--- src/hdl/wsd_pkg.sv ---
// WebSocket deframer package: result kinds, error causes and the command
// item passed from the header parser to the output stage.
// No dependencies.
`default_nettype none

package wsd_pkg;

   // Result kinds as seen on the response side
   typedef enum logic [2:0] {
      K_MSG        = 3'd0,
      K_PING       = 3'd1,
      K_MSG_END    = 3'd2,
      K_PING_EMPTY = 3'd3,
      K_CLOSE      = 3'd4,
      K_ERROR      = 3'd5
   } kind_type;

   // Error causes
   localparam logic [2:0] CAUSE_RSV        = 3'd0;
   localparam logic [2:0] CAUSE_CTL_LONG   = 3'd1;
   localparam logic [2:0] CAUSE_CTL_FRAG   = 3'd2;
   localparam logic [2:0] CAUSE_MSG_LONG   = 3'd3;
   localparam logic [2:0] CAUSE_ORPHAN     = 3'd4;
   localparam logic [2:0] CAUSE_EMPTY_FRAG = 3'd5;
   localparam logic [2:0] CAUSE_BAD_DATA   = 3'd6;
   localparam logic [2:0] CAUSE_BAD_CTL    = 3'd7;

   // Opcodes of interest
   localparam logic [3:0] OP_CONT   = 4'h0;
   localparam logic [3:0] OP_BINARY = 4'h2;
   localparam logic [3:0] OP_CLOSE  = 4'h8;
   localparam logic [3:0] OP_PING   = 4'h9;
   localparam logic [3:0] OP_PONG   = 4'hA;

   // Configuration register indexes
   localparam logic CSR_MAX_CTL = 1'b0;
   localparam logic CSR_MAX_MSG = 1'b1;

   localparam logic [6:0] MAX_CTL_RESET = 7'd125;
   localparam logic [6:0] MAX_MSG_RESET = 7'd125;

   // Default depth of the queue between parser and output stage
   localparam int QUEUE_DEPTH = 4;

   // One command: result kind, raw byte, the key byte it is unmasked with, last flag and cause
   typedef struct packed {
      kind_type   kind;
      logic [7:0] raw;
      logic [7:0] key;
      logic       last;
      logic [2:0] cause;
   } cmd_type;

   // Parser to queue
   typedef struct packed {
      logic    push;
      cmd_type cmd;
   } q_wr_type;

   // Queue to output stage
   typedef struct packed {
      logic    valid;
      cmd_type cmd;
   } q_rd_type;

endpackage

`default_nettype wire

--- src/hdl/wsd_front.sv ---
// Header parser: takes stream bytes, tracks frame state, checks the header
// and issues commands into the queue. Holds the configuration registers.
// Depends on wsd_pkg.
`default_nettype none

module wsd_front
   import wsd_pkg::*;
(
   input  wire logic       clock,
   input  wire logic       reset,
   input  wire logic       push,
   input  wire logic       full,
   input  wire logic [7:0] rx_byte,
   input  wire logic       csr_wr_en,
   input  wire logic       csr_index,
   input  wire logic [6:0] csr_wdata,
   output q_wr_type        q_wr
);

   typedef enum logic [2:0] {
      PH_HDR0,
      PH_HDR1,
      PH_KEY,
      PH_DATA,
      PH_DEAD
   } phase_type;

   phase_type   phase_ff, phase_in;
   logic        fin_ff, fin_in;
   logic [3:0]  opcode_ff, opcode_in;
   logic        masked_ff, masked_in;
   logic [6:0]  length_ff, length_in;
   logic [6:0]  index_ff, index_in;
   logic [31:0] key_ff, key_in;
   logic [6:0]  count_ff, count_in;
   logic [6:0]  max_ctl_ff, max_ctl_in;
   logic [6:0]  max_msg_ff, max_msg_in;

   logic        accept;
   logic [7:0]  index_inc;
   logic [7:0]  msg_total;
   logic [7:0]  key_byte;
   logic        is_ctl;
   logic        data_last;

   assign accept    = push && !full;
   assign is_ctl    = opcode_ff[3];
   assign index_inc = {1'b0, index_ff} + 8'd1;
   assign msg_total = {1'b0, rx_byte[6:0]} + {1'b0, count_ff};
   assign data_last = index_inc >= {1'b0, length_ff};

   // key byte for this payload position, first received key byte first
   always_comb begin
      unique case (index_ff[1:0])
         2'd0:    key_byte = key_ff[31:24];
         2'd1:    key_byte = key_ff[23:16];
         2'd2:    key_byte = key_ff[15:8];
         default: key_byte = key_ff[7:0];
      endcase
   end

   // configuration writes
   always_comb begin
      max_ctl_in = max_ctl_ff;
      max_msg_in = max_msg_ff;
      if (csr_wr_en) begin
         unique case (csr_index)
            CSR_MAX_CTL: max_ctl_in = csr_wdata;
            default:     max_msg_in = csr_wdata;
         endcase
      end
   end

   // parse step
   always_comb begin
      logic       hdr_done;
      logic       ctl_done;
      logic       fail;
      logic [2:0] cause;

      phase_in  = phase_ff;
      fin_in    = fin_ff;
      opcode_in = opcode_ff;
      masked_in = masked_ff;
      length_in = length_ff;
      index_in  = index_ff;
      key_in    = key_ff;
      count_in  = count_ff;
      q_wr      = '0;
      hdr_done  = 1'b0;
      ctl_done  = 1'b0;
      fail      = 1'b0;
      cause     = CAUSE_RSV;

      if (accept) begin
         unique case (phase_ff)
            PH_HDR0: begin
               if (rx_byte[6:4] != 3'd0) begin
                  fail  = 1'b1;
                  cause = CAUSE_RSV;
               end else begin
                  fin_in    = rx_byte[7];
                  opcode_in = rx_byte[3:0];
                  phase_in  = PH_HDR1;
               end
            end
            PH_HDR1: begin
               masked_in = rx_byte[7];
               length_in = rx_byte[6:0];
               priority if (is_ctl && rx_byte[6:0] > max_ctl_ff) begin
                  fail  = 1'b1;
                  cause = CAUSE_CTL_LONG;
               end else if (is_ctl && !fin_ff) begin
                  fail  = 1'b1;
                  cause = CAUSE_CTL_FRAG;
               end else if (!is_ctl && opcode_ff != OP_CONT && opcode_ff != OP_BINARY) begin
                  fail  = 1'b1;
                  cause = CAUSE_BAD_DATA;
               end else if (!is_ctl && msg_total > {1'b0, max_msg_ff}) begin
                  fail  = 1'b1;
                  cause = CAUSE_MSG_LONG;
               end else if (opcode_ff == OP_CONT && count_ff == 7'd0) begin
                  fail  = 1'b1;
                  cause = CAUSE_ORPHAN;
               end else if (!is_ctl && rx_byte[6:0] == 7'd0 && !fin_ff) begin
                  fail  = 1'b1;
                  cause = CAUSE_EMPTY_FRAG;
               end else if (rx_byte[7]) begin
                  index_in = 7'd0;
                  key_in   = '0;
                  phase_in = PH_KEY;
               end else begin
                  hdr_done = 1'b1;
               end
            end
            PH_KEY: begin
               key_in   = {key_ff[23:0], rx_byte};
               index_in = index_inc[6:0];
               hdr_done = index_inc >= 8'd4;
            end
            PH_DATA: begin
               index_in = index_inc[6:0];
               if (data_last) begin
                  phase_in = PH_HDR0;
               end
               if (!is_ctl) begin
                  count_in = (data_last && fin_ff) ? 7'd0 : index_inc[6:0] + count_ff
                             - index_ff;
                  q_wr.push      = 1'b1;
                  q_wr.cmd.kind  = K_MSG;
                  q_wr.cmd.raw   = rx_byte;
                  q_wr.cmd.key   = masked_ff ? key_byte : 8'd0;
                  q_wr.cmd.last  = data_last && fin_ff;
               end else if (opcode_ff == OP_PING) begin
                  q_wr.push      = 1'b1;
                  q_wr.cmd.kind  = K_PING;
                  q_wr.cmd.raw   = rx_byte;
                  q_wr.cmd.key   = masked_ff ? key_byte : 8'd0;
                  q_wr.cmd.last  = data_last;
               end else begin
                  ctl_done = data_last;
               end
            end
            default: begin
            end
         endcase
      end

      // header and key complete
      if (hdr_done) begin
         index_in = 7'd0;
         if (length_in != 7'd0) begin
            phase_in = PH_DATA;
         end else begin
            phase_in = PH_HDR0;
            if (!opcode_ff[3]) begin
               count_in      = 7'd0;
               q_wr.push     = 1'b1;
               q_wr.cmd.kind = K_MSG_END;
            end else if (opcode_ff == OP_PING) begin
               q_wr.push     = 1'b1;
               q_wr.cmd.kind = K_PING_EMPTY;
            end else begin
               ctl_done = 1'b1;
            end
         end
      end

      // whole control frame consumed
      if (ctl_done) begin
         phase_in = PH_HDR0;
         if (opcode_ff == OP_CLOSE) begin
            phase_in      = PH_DEAD;
            q_wr.push     = 1'b1;
            q_wr.cmd.kind = K_CLOSE;
         end else if (opcode_ff != OP_PING && opcode_ff != OP_PONG) begin
            fail  = 1'b1;
            cause = CAUSE_BAD_CTL;
         end
      end

      // protocol error: report once and go silent
      if (fail) begin
         phase_in       = PH_DEAD;
         q_wr.push      = 1'b1;
         q_wr.cmd.kind  = K_ERROR;
         q_wr.cmd.cause = cause;
      end
   end

   always_ff @(posedge clock) begin
      if (reset) begin
         phase_ff   <= PH_HDR0;
         fin_ff     <= 1'b0;
         opcode_ff  <= 4'd0;
         masked_ff  <= 1'b0;
         length_ff  <= 7'd0;
         index_ff   <= 7'd0;
         key_ff     <= '0;
         count_ff   <= 7'd0;
         max_ctl_ff <= MAX_CTL_RESET;
         max_msg_ff <= MAX_MSG_RESET;
      end else begin
         phase_ff   <= phase_in;
         fin_ff     <= fin_in;
         opcode_ff  <= opcode_in;
         masked_ff  <= masked_in;
         length_ff  <= length_in;
         index_ff   <= index_in;
         key_ff     <= key_in;
         count_ff   <= count_in;
         max_ctl_ff <= max_ctl_in;
         max_msg_ff <= max_msg_in;
      end
   end

   // silent for good after close or error
   a_dead_stays: assert property (@(posedge clock) disable iff (reset)
      phase_ff == PH_DEAD |=> phase_ff == PH_DEAD)
      else $error("parser left the dead phase");

   a_final_kills: assert property (@(posedge clock) disable iff (reset)
      q_wr.push && (q_wr.cmd.kind == K_CLOSE || q_wr.cmd.kind == K_ERROR)
      |=> phase_ff == PH_DEAD)
      else $error("close or error not followed by dead phase");

   a_key_index: assert property (@(posedge clock) disable iff (reset)
      phase_ff == PH_KEY |-> index_ff < 7'd4)
      else $error("key byte counter out of range");

endmodule

`default_nettype wire

--- src/hdl/wsd_queue.sv ---
// Command queue between header parser and output stage.
// Circular buffer in flip-flops. Depends on wsd_pkg.
`default_nettype none

module wsd_queue
   import wsd_pkg::*;
#(
   parameter int DEPTH = QUEUE_DEPTH
) (
   input  wire logic     clock,
   input  wire logic     reset,
   input  wire q_wr_type q_wr,
   input  wire logic     pop,
   output logic          full,
   output q_rd_type      q_rd
);

   localparam int PtrW = (DEPTH > 1) ? $clog2(DEPTH) : 1;
   localparam int CntW = $clog2(DEPTH + 1);
   localparam logic [PtrW-1:0] LastPtr = PtrW'(DEPTH - 1);
   localparam logic [CntW-1:0] FullCnt = CntW'(DEPTH);

   cmd_type         store_ff [DEPTH];
   logic [PtrW-1:0] wr_ptr_ff, wr_ptr_in;
   logic [PtrW-1:0] rd_ptr_ff, rd_ptr_in;
   logic [CntW-1:0] count_ff, count_in;
   logic            do_push;
   logic            do_pop;

   assign full       = count_ff == FullCnt;
   assign do_push    = q_wr.push && !full;
   assign do_pop     = pop && count_ff != '0;
   assign q_rd.valid = count_ff != '0;
   assign q_rd.cmd   = store_ff[rd_ptr_ff];

   // pointer and fill count update
   always_comb begin
      wr_ptr_in = wr_ptr_ff;
      rd_ptr_in = rd_ptr_ff;
      count_in  = count_ff;
      if (do_push) begin
         wr_ptr_in = (wr_ptr_ff == LastPtr) ? '0 : wr_ptr_ff + 1'b1;
      end
      if (do_pop) begin
         rd_ptr_in = (rd_ptr_ff == LastPtr) ? '0 : rd_ptr_ff + 1'b1;
      end
      if (do_push && !do_pop) begin
         count_in = count_ff + 1'b1;
      end else if (do_pop && !do_push) begin
         count_in = count_ff - 1'b1;
      end
   end

   always_ff @(posedge clock) begin
      if (reset) begin
         wr_ptr_ff <= '0;
         rd_ptr_ff <= '0;
         count_ff  <= '0;
      end else begin
         wr_ptr_ff <= wr_ptr_in;
         rd_ptr_ff <= rd_ptr_in;
         count_ff  <= count_in;
      end
   end

   // entry storage
   always_ff @(posedge clock) begin
      if (do_push) begin
         store_ff[wr_ptr_ff] <= q_wr.cmd;
      end
   end

   a_count_bound: assert property (@(posedge clock) disable iff (reset)
      count_ff <= FullCnt)
      else $error("queue fill count above depth");

   a_no_drop: assert property (@(posedge clock) disable iff (reset)
      q_wr.push |-> !full)
      else $error("command pushed into a full queue");

endmodule

`default_nettype wire

--- src/hdl/wsd_back.sv ---
// Output stage: takes commands from the queue, unmasks payload bytes and
// holds the oldest result until popped. Depends on wsd_pkg.
`default_nettype none

module wsd_back
   import wsd_pkg::*;
(
   input  wire logic     clock,
   input  wire logic     reset,
   input  wire q_rd_type q_rd,
   output logic          q_pop,
   input  wire logic     pop,
   output logic          empty,
   output logic [2:0]    rsp_kind,
   output logic [7:0]    rsp_payload_byte,
   output logic          rsp_is_last,
   output logic [2:0]    rsp_error_cause
);

   logic       valid_ff, valid_in;
   logic [2:0] kind_ff;
   logic [7:0] byte_ff;
   logic       last_ff;
   logic [2:0] cause_ff;
   logic       load;

   // refill when the slot is free or being taken this cycle
   assign load     = q_rd.valid && (!valid_ff || pop);
   assign q_pop    = load;
   assign valid_in = load || (valid_ff && !pop);

   always_ff @(posedge clock) begin
      if (reset) begin
         valid_ff <= 1'b0;
      end else begin
         valid_ff <= valid_in;
      end
   end

   // result payload, unmasking on load
   always_ff @(posedge clock) begin
      if (load) begin
         kind_ff  <= q_rd.cmd.kind;
         byte_ff  <= q_rd.cmd.raw ^ q_rd.cmd.key;
         last_ff  <= q_rd.cmd.last;
         cause_ff <= q_rd.cmd.cause;
      end
   end

   assign empty            = !valid_ff;
   assign rsp_kind         = kind_ff;
   assign rsp_payload_byte = byte_ff;
   assign rsp_is_last      = last_ff;
   assign rsp_error_cause  = cause_ff;

   a_no_byte_on_status: assert property (@(posedge clock) disable iff (reset)
      valid_ff && rsp_kind != K_MSG && rsp_kind != K_PING
      |-> rsp_payload_byte == 8'd0 && !rsp_is_last)
      else $error("status result carries a payload byte");

endmodule

`default_nettype wire

--- src/hdl/websocket_frame_deframer_core.sv ---
// WebSocket frame deframer, top level: header parser, command queue and
// output stage. Depends on wsd_pkg, wsd_front, wsd_queue, wsd_back.
//
//   Channel   Handshake        Payload
//   request   push / full      req_rx_byte
//   response  empty / pop      rsp_kind, rsp_payload_byte, rsp_is_last,
//                              rsp_error_cause
//   csr       csr_wr_en        csr_index, csr_wdata
//
// One byte is accepted per cycle while full is low; the parser state is updated in that cycle.
// A result is written into the queue when its byte is accepted and reaches the
// response side through the output register, which loads only when free or popped.
// full rises only when the output register and all DEPTH queue entries
// hold results that the consumer has not popped.
// Synchronous active-high reset: back to the first header byte, limits 125.
`default_nettype none

module websocket_frame_deframer_core
   import wsd_pkg::*;
#(
   parameter int DEPTH = QUEUE_DEPTH
) (
   input  wire logic       clock,
   input  wire logic       reset,
   input  wire logic       push,
   output logic            full,
   input  wire logic [7:0] req_rx_byte,
   output logic            empty,
   input  wire logic       pop,
   output logic [2:0]      rsp_kind,
   output logic [7:0]      rsp_payload_byte,
   output logic            rsp_is_last,
   output logic [2:0]      rsp_error_cause,
   input  wire logic       csr_wr_en,
   input  wire logic       csr_index,
   input  wire logic [6:0] csr_wdata
);

   q_wr_type q_wr;
   q_rd_type q_rd;
   logic     q_pop;

   wsd_front u_front (
      .clock     (clock),
      .reset     (reset),
      .push      (push),
      .full      (full),
      .rx_byte   (req_rx_byte),
      .csr_wr_en (csr_wr_en),
      .csr_index (csr_index),
      .csr_wdata (csr_wdata),
      .q_wr      (q_wr)
   );

   wsd_queue #(
      .DEPTH (DEPTH)
   ) u_queue (
      .clock (clock),
      .reset (reset),
      .q_wr  (q_wr),
      .pop   (q_pop),
      .full  (full),
      .q_rd  (q_rd)
   );

   wsd_back u_back (
      .clock            (clock),
      .reset            (reset),
      .q_rd             (q_rd),
      .q_pop            (q_pop),
      .pop              (pop),
      .empty            (empty),
      .rsp_kind         (rsp_kind),
      .rsp_payload_byte (rsp_payload_byte),
      .rsp_is_last      (rsp_is_last),
      .rsp_error_cause  (rsp_error_cause)
   );

endmodule

`default_nettype wire

--- config.mk ---
export PLATFORM = sky130hd
export DESIGN_NAME = websocket_frame_deframer_core
export DESIGN_NICKNAME = d
export VERILOG_FILES = /design/src/hdl/wsd_pkg.sv /design/src/hdl/wsd_front.sv /design/src/hdl/wsd_queue.sv /design/src/hdl/wsd_back.sv /design/src/hdl/websocket_frame_deframer_core.sv
export SDC_FILE = /design/constraint.sdc
export NUM_CORES = 1
export LEC_CHECK = 0
export ABC_AREA = 1
export BUFFER_PORTS_ARGS = -buffer_cell sky130_fd_sc_hd__buf_2
export CAP_MARGIN = 20
export CORE_MARGIN = 2
export CORE_UTILIZATION = 55
export CTS_CLUSTER_DIAMETER = 150
export CTS_CLUSTER_SIZE = 28
export DETAILED_ROUTE_END_ITERATION = 12
export MAX_ROUTING_LAYER = met4
export PLACE_DENSITY_LB_ADDON = 0.3
export SYNTH_ARGS = -nofsm -noshare
export SYNTH_HDL_FRONTEND = slang
export SYNTH_SLANG_ARGS = --single-unit
--- constraint.sdc ---
create_clock -name clock -period 4.4 [get_ports clock]
set_input_delay 0.88 -clock clock [delete_from_list [all_inputs] [get_ports clock]]
set_output_delay 0.88 -clock clock [all_outputs]
set_load 0.05 [all_outputs]
# After elaboration in Yosys (flattened, before gate mapping)
# Memory sizes are Yosys's and may differ from the RTL's. A register that Yosys moved wholly into a read port is not among the register bits.
# Cells that the tools add are included.
word_totals:
  reg_bits: 99
  mem_bits_rw: 92
  input_bits: 21
  wordCells: 229
  n_memories: 1
op_classes:
  addsub: 8
  magnitude_cmp: 4
  eq_ne: 38
  muxes: 103
  n_bitwise: 3
  n_reduce_logical: 53
memory_table:
  columns: ["memory", "depth", "word_bits", "rd", "rd_ports_with_merged_regs", "wr", "line", "text"]
  rows:
  - ["u_queue.store_ff", 4, 23, 1, 1, 1, "wsd_queue.sv:23", "cmd_type store_ff [DEPTH];"]
op_table:
  columns: ["cell", "count"]
  rows:
  - ["32-bit two-way mux", 7]
  - ["7-bit two-way mux", 16]
  - ["21-bit two-way mux", 4]
  - ["3-bit two-way mux", 28]
  - ["32-bit case mux with 2 select lines", 1]
  - ["4-bit inequality test, second input constant", 9]
  - ["5-bit inequality test, second input constant", 7]
  - ["1-bit two-way mux", 29]
  - ["4-bit two-way mux", 7]
  - ["8-bit case mux with 3 select lines", 1]
  - ["11-bit AND reduction", 2]
  - ["9-bit AND reduction", 2]
  - ["1-bit logical AND", 17]
  - ["7-bit logical NOT", 2]
  - ["2-bit inequality test, second input constant", 7]
  - ["7-bit case mux with 2 select lines", 1]
  - ["2-bit two-way mux", 5]
  - ["3-bit case mux with 3 select lines", 1]
  - ["3-bit nonzero test", 3]
  - ["7-bit by 1-bit adder with 8-bit output, second input constant", 1]
  - ["7-bit by 7-bit adder with 8-bit output", 1]
  - ["4-bit equality test, second input constant", 2]
  - ["8-bit by 3-bit greater-or-equal comparator with 1-bit output, second input constant", 1]
  - ["8-bit by 7-bit greater-or-equal comparator with 1-bit output", 1]
  - ["33 further kinds", 54]

# Logic depth before layout (Yosys ltp)
# Gate-level depths: netlist of the first run.
depth:
  word_depth: 20
  depth_mapped: 31

# Hierarchy
# From an unflattened synthesis of the first run, not the netlist that was laid out.
hier_totals:
  cells_unflattened: 1047
  area_unflattened_um2: 9734.3
by_module_without_submodules:
  columns: ["module", "n_inst", "cells_each", "area_each_um2", "seq_area_each_um2"]
  rows:
  - ["wsd_front", 1, 725, 4953.5, 1521.5]
  - ["wsd_queue", 1, 292, 4211.5, 2942.8]
  - ["wsd_back", 1, 30, 569.3, 470.5]

# Worst setup path before layout of the first run
# OpenSTA, ideal clock, no wires.
synth_timing:
  path_kind: "input to register"
  start: "input port req_rx_byte[0]"
  end: "memory u_queue.store_ff[0][0] (netlist name) (enable)"
  setup_ns: 0.403
  arrival_time_ns: 4.324
  t_required_ns: 3.997
  path_slack_ns: -0.327
  cell_stages: 21
  path_buffers: 0
  path_cell_list: "ha_1 -> fa_1 -> nand3_1 -> nand2_1 -> nand2_1 -> nand2_1 -> a21oi_1 -> xnor2_1 -> ha_1 -> and3_1 -> nand2_1 -> nand3_1 -> nand2_1 -> nand4_1 -> nand2_2 -> nand2_4 -> nand2_4 -> nand3_1 -> nand2_2 -> nor2_4 -> nor2_1"
synth_between:
  elab_chain_cells: 18
  word_cells_on_any_way: 40
synth_lines:
  columns: ["element", "line", "text"]
  rows:
  - ["from (decl)", "websocket_frame_deframer_core.sv:27", "input wire logic [7:0] req_rx_byte,"]
  - ["parallel branches: the longest is 14 deep, another holds 7-bit by 7-bit adder with 8-bit output", null, null]
  - ["4-bit two-way mux *", "wsd_front.sv:203", "if (fail) begin"]
  - ["1-bit logical AND *", "wsd_queue.sv:31", "assign do_push = q_wr.push && !full;"]
  - ["1-bit two-way mux *", "wsd_queue.sv:68", "if (do_push) begin"]
  - ["1-bit two-way mux (not written as such) *", "wsd_queue.sv:69", "store_ff[wr_ptr_ff] <= q_wr.cmd;"]
  - ["to (decl)", "wsd_queue.sv:23", null]
# Every way passes the cells marked *.

# Worst setup path in the final report of the first run
layout_timing:
  start: "input port req_rx_byte[0]"
  end: "register u_queue.count_ff[1]"
layout_between:
  word_cells_on_any_way: 43
layout_lines:
  columns: ["element", "line", "text"]
  rows:
  - ["parallel branches: the longest is 14 deep, another holds 7-bit by 7-bit adder with 8-bit output", null, null]
  - ["4-bit two-way mux *", "wsd_front.sv:203", null]
  - ["1-bit logical AND *", "wsd_queue.sv:31", null]
  - ["net u_queue.do_push", "wsd_queue.sv:27", "logic do_push;"]
  - ["1-bit logical AND *", "wsd_queue.sv:47", "if (do_push && !do_pop) begin"]
  - ["3-bit two-way mux *", "wsd_queue.sv:47", null]
  - ["net u_queue.count_in[1]", "wsd_queue.sv:26", "logic [CntW-1:0] count_ff, count_in;"]
  - ["to (signal assigned)", "wsd_queue.sv:62", "count_ff <= count_in;"]
  - ["to (decl)", "wsd_queue.sv:26", null]
# Mark *: on every way through the listed nets, which the timed path passes.
# A chain may end at the register's enable or synchronous reset.

==> results of run 1 <==
==> cells by family after synthesis <==
family,after synthesis,share of synthesized area [%]
xor+xnor,23,2.112
simple gates,435,20.08
compound gates,222,13.23
fa+ha+maj,48,6.532
flops,193,51.73
buf+inv,156,6.309
==> cell type report <==
type | count | share of cell area, %
clock inverter | 14 | 1.148
multi-input combinational | 728 | 37.52
clock buffer | 17 | 3.942
antenna | 1 | 0.02319
timing repair buffer | 79 | 5.101
tap | 225 | 2.609
sequential | 193 | 45.73
inverter | 113 | 3.930
==> layer usage <==
metal  GRT usage [%]  vias to the layer above  share of wire, %
met1           31.28                     3600                44
li1                -                     3754                 -
met4           9.722                        0               2.8
met2           40.01                      214                48
met5               -                        -                 0
met3           3.704                       39               5.2
==> layout by cell type, fill, tap and decap left out, drive strengths merged <==
master	instances
clkinvlp	1
a311oi	8
and2	1
o211a	1
and3	1
a21oi	85
o21a	1
o31ai	1
diode	1
nand3b	1
edfxtp	107
nor3	2
ha	45
nand3	66
xor2	16
dfxtp	86
nand2	207
a21o	1
buf	79
a211oi	9
nor4	1
nor2	140
or2	6
inv	118
o22ai	23
clkinv	8
xnor2	7
clkbuf	17
o211ai	12
a31oi	3
o21bai	1
fa	3
o2111ai	1
o221ai	1
a21boi	2
o21ai	73
nand4	10
==> what timing repair did <==
action,CTS,global route
resized for setup,0,11
hold buffers,0,0
setup endpoints to repair,0,2
==> where the power goes <==
group | switching [W] | internal [W] | total (W) | leakage (nW)
Combinational | 0.00117 | 0.000494 | 0.00166 | 2.42
Sequential | 0.0000787 | 0.00220 | 0.00228 | 1.67
Clock | 0.000706 | 0.000741 | 0.00145 | 0.272
==> metrics by stage <==
step                setup TNS, ns  setup WS, ns
CTS                             0        0.1649
detailed placement        -0.4703       -0.2782
global route                    0      0.001259
floorplan                  -25.12       -0.2730
finish                          0        0.3066
global placement          -0.2199       -0.1569
==> flip-flops by register name, indices dropped and copies added, names as in the netlist, 7 cells and up, named ones only <==
register and flops:
u_front.max_msg_ff 7, u_front.length_ff 7, u_front.count_ff 7, u_front.key_ff 32, u_front.index_ff 7, u_queue.store_ff 92, u_front.max_ctl_ff 7, u_back.rsp_payload_byte 8
==> synthesized netlist by cell type (2+ instances only) <==
library cell / instances
sky130_fd_sc_hd__nand2_1: 196
sky130_fd_sc_hd__nor2_1: 132
sky130_fd_sc_hd__edfxtp_1: 107
sky130_fd_sc_hd__inv_1: 107
sky130_fd_sc_hd__dfxtp_1: 86
sky130_fd_sc_hd__a21oi_1: 85
sky130_fd_sc_hd__o21ai_0: 71
sky130_fd_sc_hd__nand3_1: 61
sky130_fd_sc_hd__ha_1: 45
sky130_fd_sc_hd__clkbuf_1: 29
sky130_fd_sc_hd__o22ai_1: 23
sky130_fd_sc_hd__xor2_1: 16
sky130_fd_sc_hd__o211ai_1: 12
sky130_fd_sc_hd__nand4_1: 10
sky130_fd_sc_hd__a211oi_1: 8
sky130_fd_sc_hd__a311oi_1: 8
sky130_fd_sc_hd__buf_2: 7
sky130_fd_sc_hd__nand2_2: 7
sky130_fd_sc_hd__xnor2_1: 7
sky130_fd_sc_hd__buf_1: 5
sky130_fd_sc_hd__nor2_4: 5
sky130_fd_sc_hd__or2_2: 5
sky130_fd_sc_hd__inv_2: 4
sky130_fd_sc_hd__nand2_4: 4
sky130_fd_sc_hd__nand3_2: 4
sky130_fd_sc_hd__a31oi_1: 3
sky130_fd_sc_hd__fa_1: 3
sky130_fd_sc_hd__a21boi_0: 2
sky130_fd_sc_hd__buf_4: 2
sky130_fd_sc_hd__clkinv_1: 2
sky130_fd_sc_hd__nor2_2: 2
sky130_fd_sc_hd__nor3_1: 2
==> worst register-to-register path, delay by kind of cell (launching register included) <==
| kind | cells | cell delay (ns) |
|---|---|---|
| buffers and inverters | 5 | 0.38 |
| and+or+nand+nor | 14 | 1.53 |
| xor gates and xnor gates | 1 | 0.25 |
| DFF | 1 | 0.35 |
| AOI/OAI and AO/OA | 3 | 0.36 |
| adders and majority gates | 4 | 1.01 |
==> final timing paths <==
kind                              end  cells past startpoint  slack, ns
setup / recovery  u_queue.count_ff[1]                     28       0.31
hold / removal     u_front.key_ff[27]                      2       0.47
setup reg to reg  u_queue.count_ff[2]                     27       0.46
hold reg to reg    u_front.key_ff[27]                      2       0.47
==> flow_summary.yaml, run 1 <==
clock_network:
  post-cts-setup-buffers: 0
  cts_max_path_buffers: 2
  clockRootBuffer: "sky130_fd_sc_hd__clkbuf_16"
  worst_skew_late_latency_ns: 0.43
  clkTransAtPathRegs_ns: 0.07
  cts-buffers-inserted: 17
  htree_levels: 4
  tritoncts: "done"
  clk_sinks: 193
timing:
  slew_violations: 0
  hold_viol: 0
  minimum_clock_period_ns: 4.093
  worst-slew-pin-transition_ns: 0.8991
  holdWs_ns: 0.4680
  fin_worst_skew_ns: 0.007413
  maxClockFrequency_mhz: 244.3
  setup_viol: 0
  grt_setup_unrepaired: "no"
  timing.max_slew.rel_slack_pct: 39.56
  post-route-period-util_pct: 93.03
floorplanning:
  core_ar_mm2: 0.01712
  die_height_um: 135.7
  initial_core_util_pct: 55.73
  die_width_um: 135.7
  floorplan.die_area_mm2: 0.01841
  pin_count: 38
  fp-row-count: 48
route:
  drc: 0
  final_antenna_net_count: 0
  drt-pass1-iter-count: 5
  detailroute.via_count: 7607
  routed_wirelength_mm: 21.33
  post_drt_wl_per_cell_um: 15.57
  via_per_inst: 5.553
  first_iter_violations: 628
finish:
  final_nets: 1201
  ff_latch_area_mm2: 0.004935
  design_area_mm2: 0.01079
  post_layout_nonfiller_instances: 1370
  area_of_the_multi_input_gates_mm2: 0.004049
  signed_area_change_from_the_synthesized_netlist_to_the_final_layout_pct: 13.13
  post-route-util_pct: 63.05
  fill_cells: 1402
  drive_above_1_share_pct: 14.07
synthesis:
  syn_avg_cell_area_um2: 8.857
  postSynth.asyncResetShare_pct: 0
  synth_nets: 1146
  synth_top_area_cell: "sky130_fd_sc_hd__edfxtp_1"
  most_area_consuming_cells_after_synthesis: "sky130_fd_sc_hd__edfxtp_1, sky130_fd_sc_hd__dfxtp_1, sky130_fd_sc_hd__nand2_1"
  synthesis.yosys.warnings: 0
  synth_top_area_share_pct: 33.68
  synth-edff-count: 107
  synth_cell_types: 49
  synth.ff_latch_count: 193
  syn_inst: 1077
  synth-main-ff-cell: "sky130_fd_sc_hd__edfxtp_1"
  synth-seq-area-share_pct: 51.73
  synthesis.area_mm2: 0.009539
grt:
  globalRoute.totalOverflow: 0
  grt_first_pass_wirelength_mm: 34.27
  grt_start_max_net_pins: 48
  global_route_total_usage_across_every_layer_pct: 24.66
  number_of_antenna_violations_at_the_first_check_in_global_routing: 1
  grt_pass1_vias: 6876
critical_path:
  cp_slowest_stage_delay_ns: 0.41
  critPathLaunch: "req_rx_byte[0]"
  cpMaxStageDelayCell: "sky130_fd_sc_hd__fa_2"
  rr_startpoint: "u_front.index_ff[0]"
  path_class: "in2reg"
  cp.buffers_inverters: 4
  worst_path_dominant_cell_family: "adder cells"
  cp.required_ns: 4.73
  worstSetupStartpointType: "input port"
  worstPathMaxFanout: 3
  critPathCaptureType: "flip-flop"
  arrival_worst_endpoint_ns: 4.42
  critical_path.most_common_cell: "sky130_fd_sc_hd__nand2_1"
power_and_ir_drop:
  power.density_mw_per_mm2: 498.8
  fin_total_pwr_w: 0.005383
  vdd_drop_max_mv: 0.4195
  power.leakage_nw: 4.358
placement:
  post_dp_cell_area_mm2: 0.01021
  place_congestion: 0.9171
  placedCellCount: 1338
  placement.io_buffers: 37
  dp.final_hpwl_mm: 14.55
hold_path:
  worst_hold_path_type: "reg2reg"
  hold_path.startpoint: "u_front.key_ff[27]"
job:
  max_cap_violations: 0
run_status:
  run_status: "completed"
Note: power is estimated with default switching activity, not from simulation.
==> inputs of run 2 (changes only) <==
REMOVE_ABC_BUFFERS = 1   (was default)
==> run 2 against run 1 <==
  * Via count is 0.54% lower
  * Clock power is 14% higher
  * Global-route usage is 0.36 points higher
  * Setup slack worse by 0.013 ns
  * Cell count is 0.29% higher
  * Sequential cell count stayed put
  * Cell area is 1.6% higher
  * Sequential power is 3% higher
  * Register-to-register slack hardly changed
  * Worst hold slack hardly changed
  * Sequential share of layout area is 0.71 points lower
  * Utilization is 0.99 points higher
  * Largest cell class unchanged
  * Highest routed layer unchanged
==> flow_summary.yaml, run 2 (synthesis results as in run 1) <==
grt:
  globalRoute.totalOverflow: 0
  global_route_total_usage_across_every_layer_pct: 25.02
  grt_pass1_vias: 6967
  grt_first_pass_wirelength_mm: 34.69
  grt_start_max_net_pins: 46
  number_of_antenna_violations_at_the_first_check_in_global_routing: 1
hold_path:
  worst_hold_path_type: "reg2reg"
clock_network:
  clk_sinks: 193
  clkTransAtPathRegs_ns: 0.07
  worst_skew_late_latency_ns: 0.44
  clockRootBuffer: "sky130_fd_sc_hd__clkbuf_16"
  postCtsHoldBufs: 0
  htree_levels: 4
  cts_max_path_buffers: 2
  cts-buffers-inserted: 17
  tritoncts: "done"
timing:
  minimum_clock_period_ns: 4.106
  worst-slew-pin-transition_ns: 0.8162
  slew_violations: 0
  maxClockFrequency_mhz: 243.5
  final.setup.worst_slack_ns: 0.2936
  setup_viol: 0
  hold_viol: 0
  timing.max_slew.rel_slack_pct: 45.14
  timing.setup.tns_ns: 0
  post-route-period-util_pct: 93.33
  fin_worst_skew_ns: 0.01119
  holdWs_ns: 0.4680
floorplanning:
  die_width_um: 135.7
  floorplan.die_area_mm2: 0.01841
  initial_core_util_pct: 55.73
  die_height_um: 135.7
  fp-row-count: 48
  pin_count: 38
  core_ar_mm2: 0.01712
finish:
  final_cell_mix: "sky130_fd_sc_hd__nand2_1, sky130_fd_sc_hd__nor2_1, sky130_fd_sc_hd__edfxtp_1, sky130_fd_sc_hd__inv_1, sky130_fd_sc_hd__dfxtp_1"
  signed_area_change_from_the_synthesized_netlist_to_the_final_layout_pct: 14.91
  drive_above_1_share_pct: 14.90
  final_common_cell: "sky130_fd_sc_hd__nand2_1"
  largest_reg_flops: 92
  largest_register: "u_queue.store_ff"
  post-route-util_pct: 64.04
  final_nets: 1204
route:
  post_drt_wl_per_cell_um: 15.88
  via_per_inst: 5.507
  first_iter_violations: 482
  final_antenna_net_count: 0
  routed_wirelength_mm: 21.82
  detailroute.via_count: 7566
  drt-pass1-iter-count: 4
  drc: 0
power_and_ir_drop:
  fin_total_pwr_w: 0.005594
  power.leakage_nw: 4.417
  power.density_mw_per_mm2: 510.3
  vdd_drop_max_mv: 0.3999
critical_path:
  worstSetupStartpointType: "input port"
  path_class: "in2reg"
  cpMaxStageDelayCell: "sky130_fd_sc_hd__fa_2"
  arrival_worst_endpoint_ns: 4.47
  critPathCaptureType: "flip-flop"
  cp.required_ns: 4.76
  cp_slowest_stage_delay_ns: 0.40
  worstPathMaxFanout: 4
  critical_path.most_common_cell: "sky130_fd_sc_hd__nand2_2"
placement:
  place_congestion: 0.9559
  dp_worst_setup_slack_ns: -0.3688
  placement.io_buffers: 37
  dp.final_hpwl_mm: 14.72
job:
  max_cap_violations: 0
run_status:
  run_status: "completed"
## run 2: path summary, 6_finish.rpt
kind	depth (start not counted)	from	slack [ns]	endpoint
setup reg to reg	31	u_front.count_ff[0]	0.46	u_queue.count_ff[2]
hold reg to reg	2	u_front.key_ff[24]	0.47	u_front.key_ff[24]
hold / removal	2	u_front.key_ff[24]	0.47	u_front.key_ff[24]
setup / recovery	32	req_rx_byte[0]	0.29	u_queue.count_ff[2]
## run 2: timing repair
action / CTS / global route
setup buffers: 0 / 2
gates resized for setup: 0 / 22
setup endpoints to repair: 0 / 3
## run 2: layout make-up
type                            count  area (µm²)
Tap cell                          225       281.5
Timing Repair Buffer               82       600.6
Clock buffer                       17       425.4
Antenna cell                        1       2.502
Sequential cell                   193        4935
Fill cell                        1370        6155
Multi-Input combinational cell    728        4086
Clock inverter                     15       206.4
Inverter                          113       424.2
## run 2: worst max-delay path, delay by kind of cell
family / cells / cell delay (ns)
simple gates: 19 / 1.51
fa+ha+maj: 5 / 1.38
compound gates: 3 / 0.32
buf+inv: 4 / 0.30
xor+xnor: 1 / 0.09
## run 2: routing by layer
metal / wire (µm) / global-route usage (%) / part of all wire (%) / up-vias
met5: 0 / - / 0 / -
met2: 10730 / 41.55 / 49 / 211
li1: - / - / - / 3763
met1: 9450 / 30.97 / 43 / 3554
met3: 1114 / 4.003 / 5.1 / 38
met4: 519 / 9.317 / 2.4 / 0
## run 2: power by group
group	internal (W)	switching, W
Clock	0.000921	0.000728
Sequential	0.00220	0.000140
Combinational	0.000496	0.00111
Total	0.00361	0.00198
## run 2: through the flow
step                area (µm²)  std cells
floorplan                 9361       1034
finish                   10960       1374
CTS                      10850       1370
global route             10960       1374
global placement         10220       1338
detailed placement       10220       1338
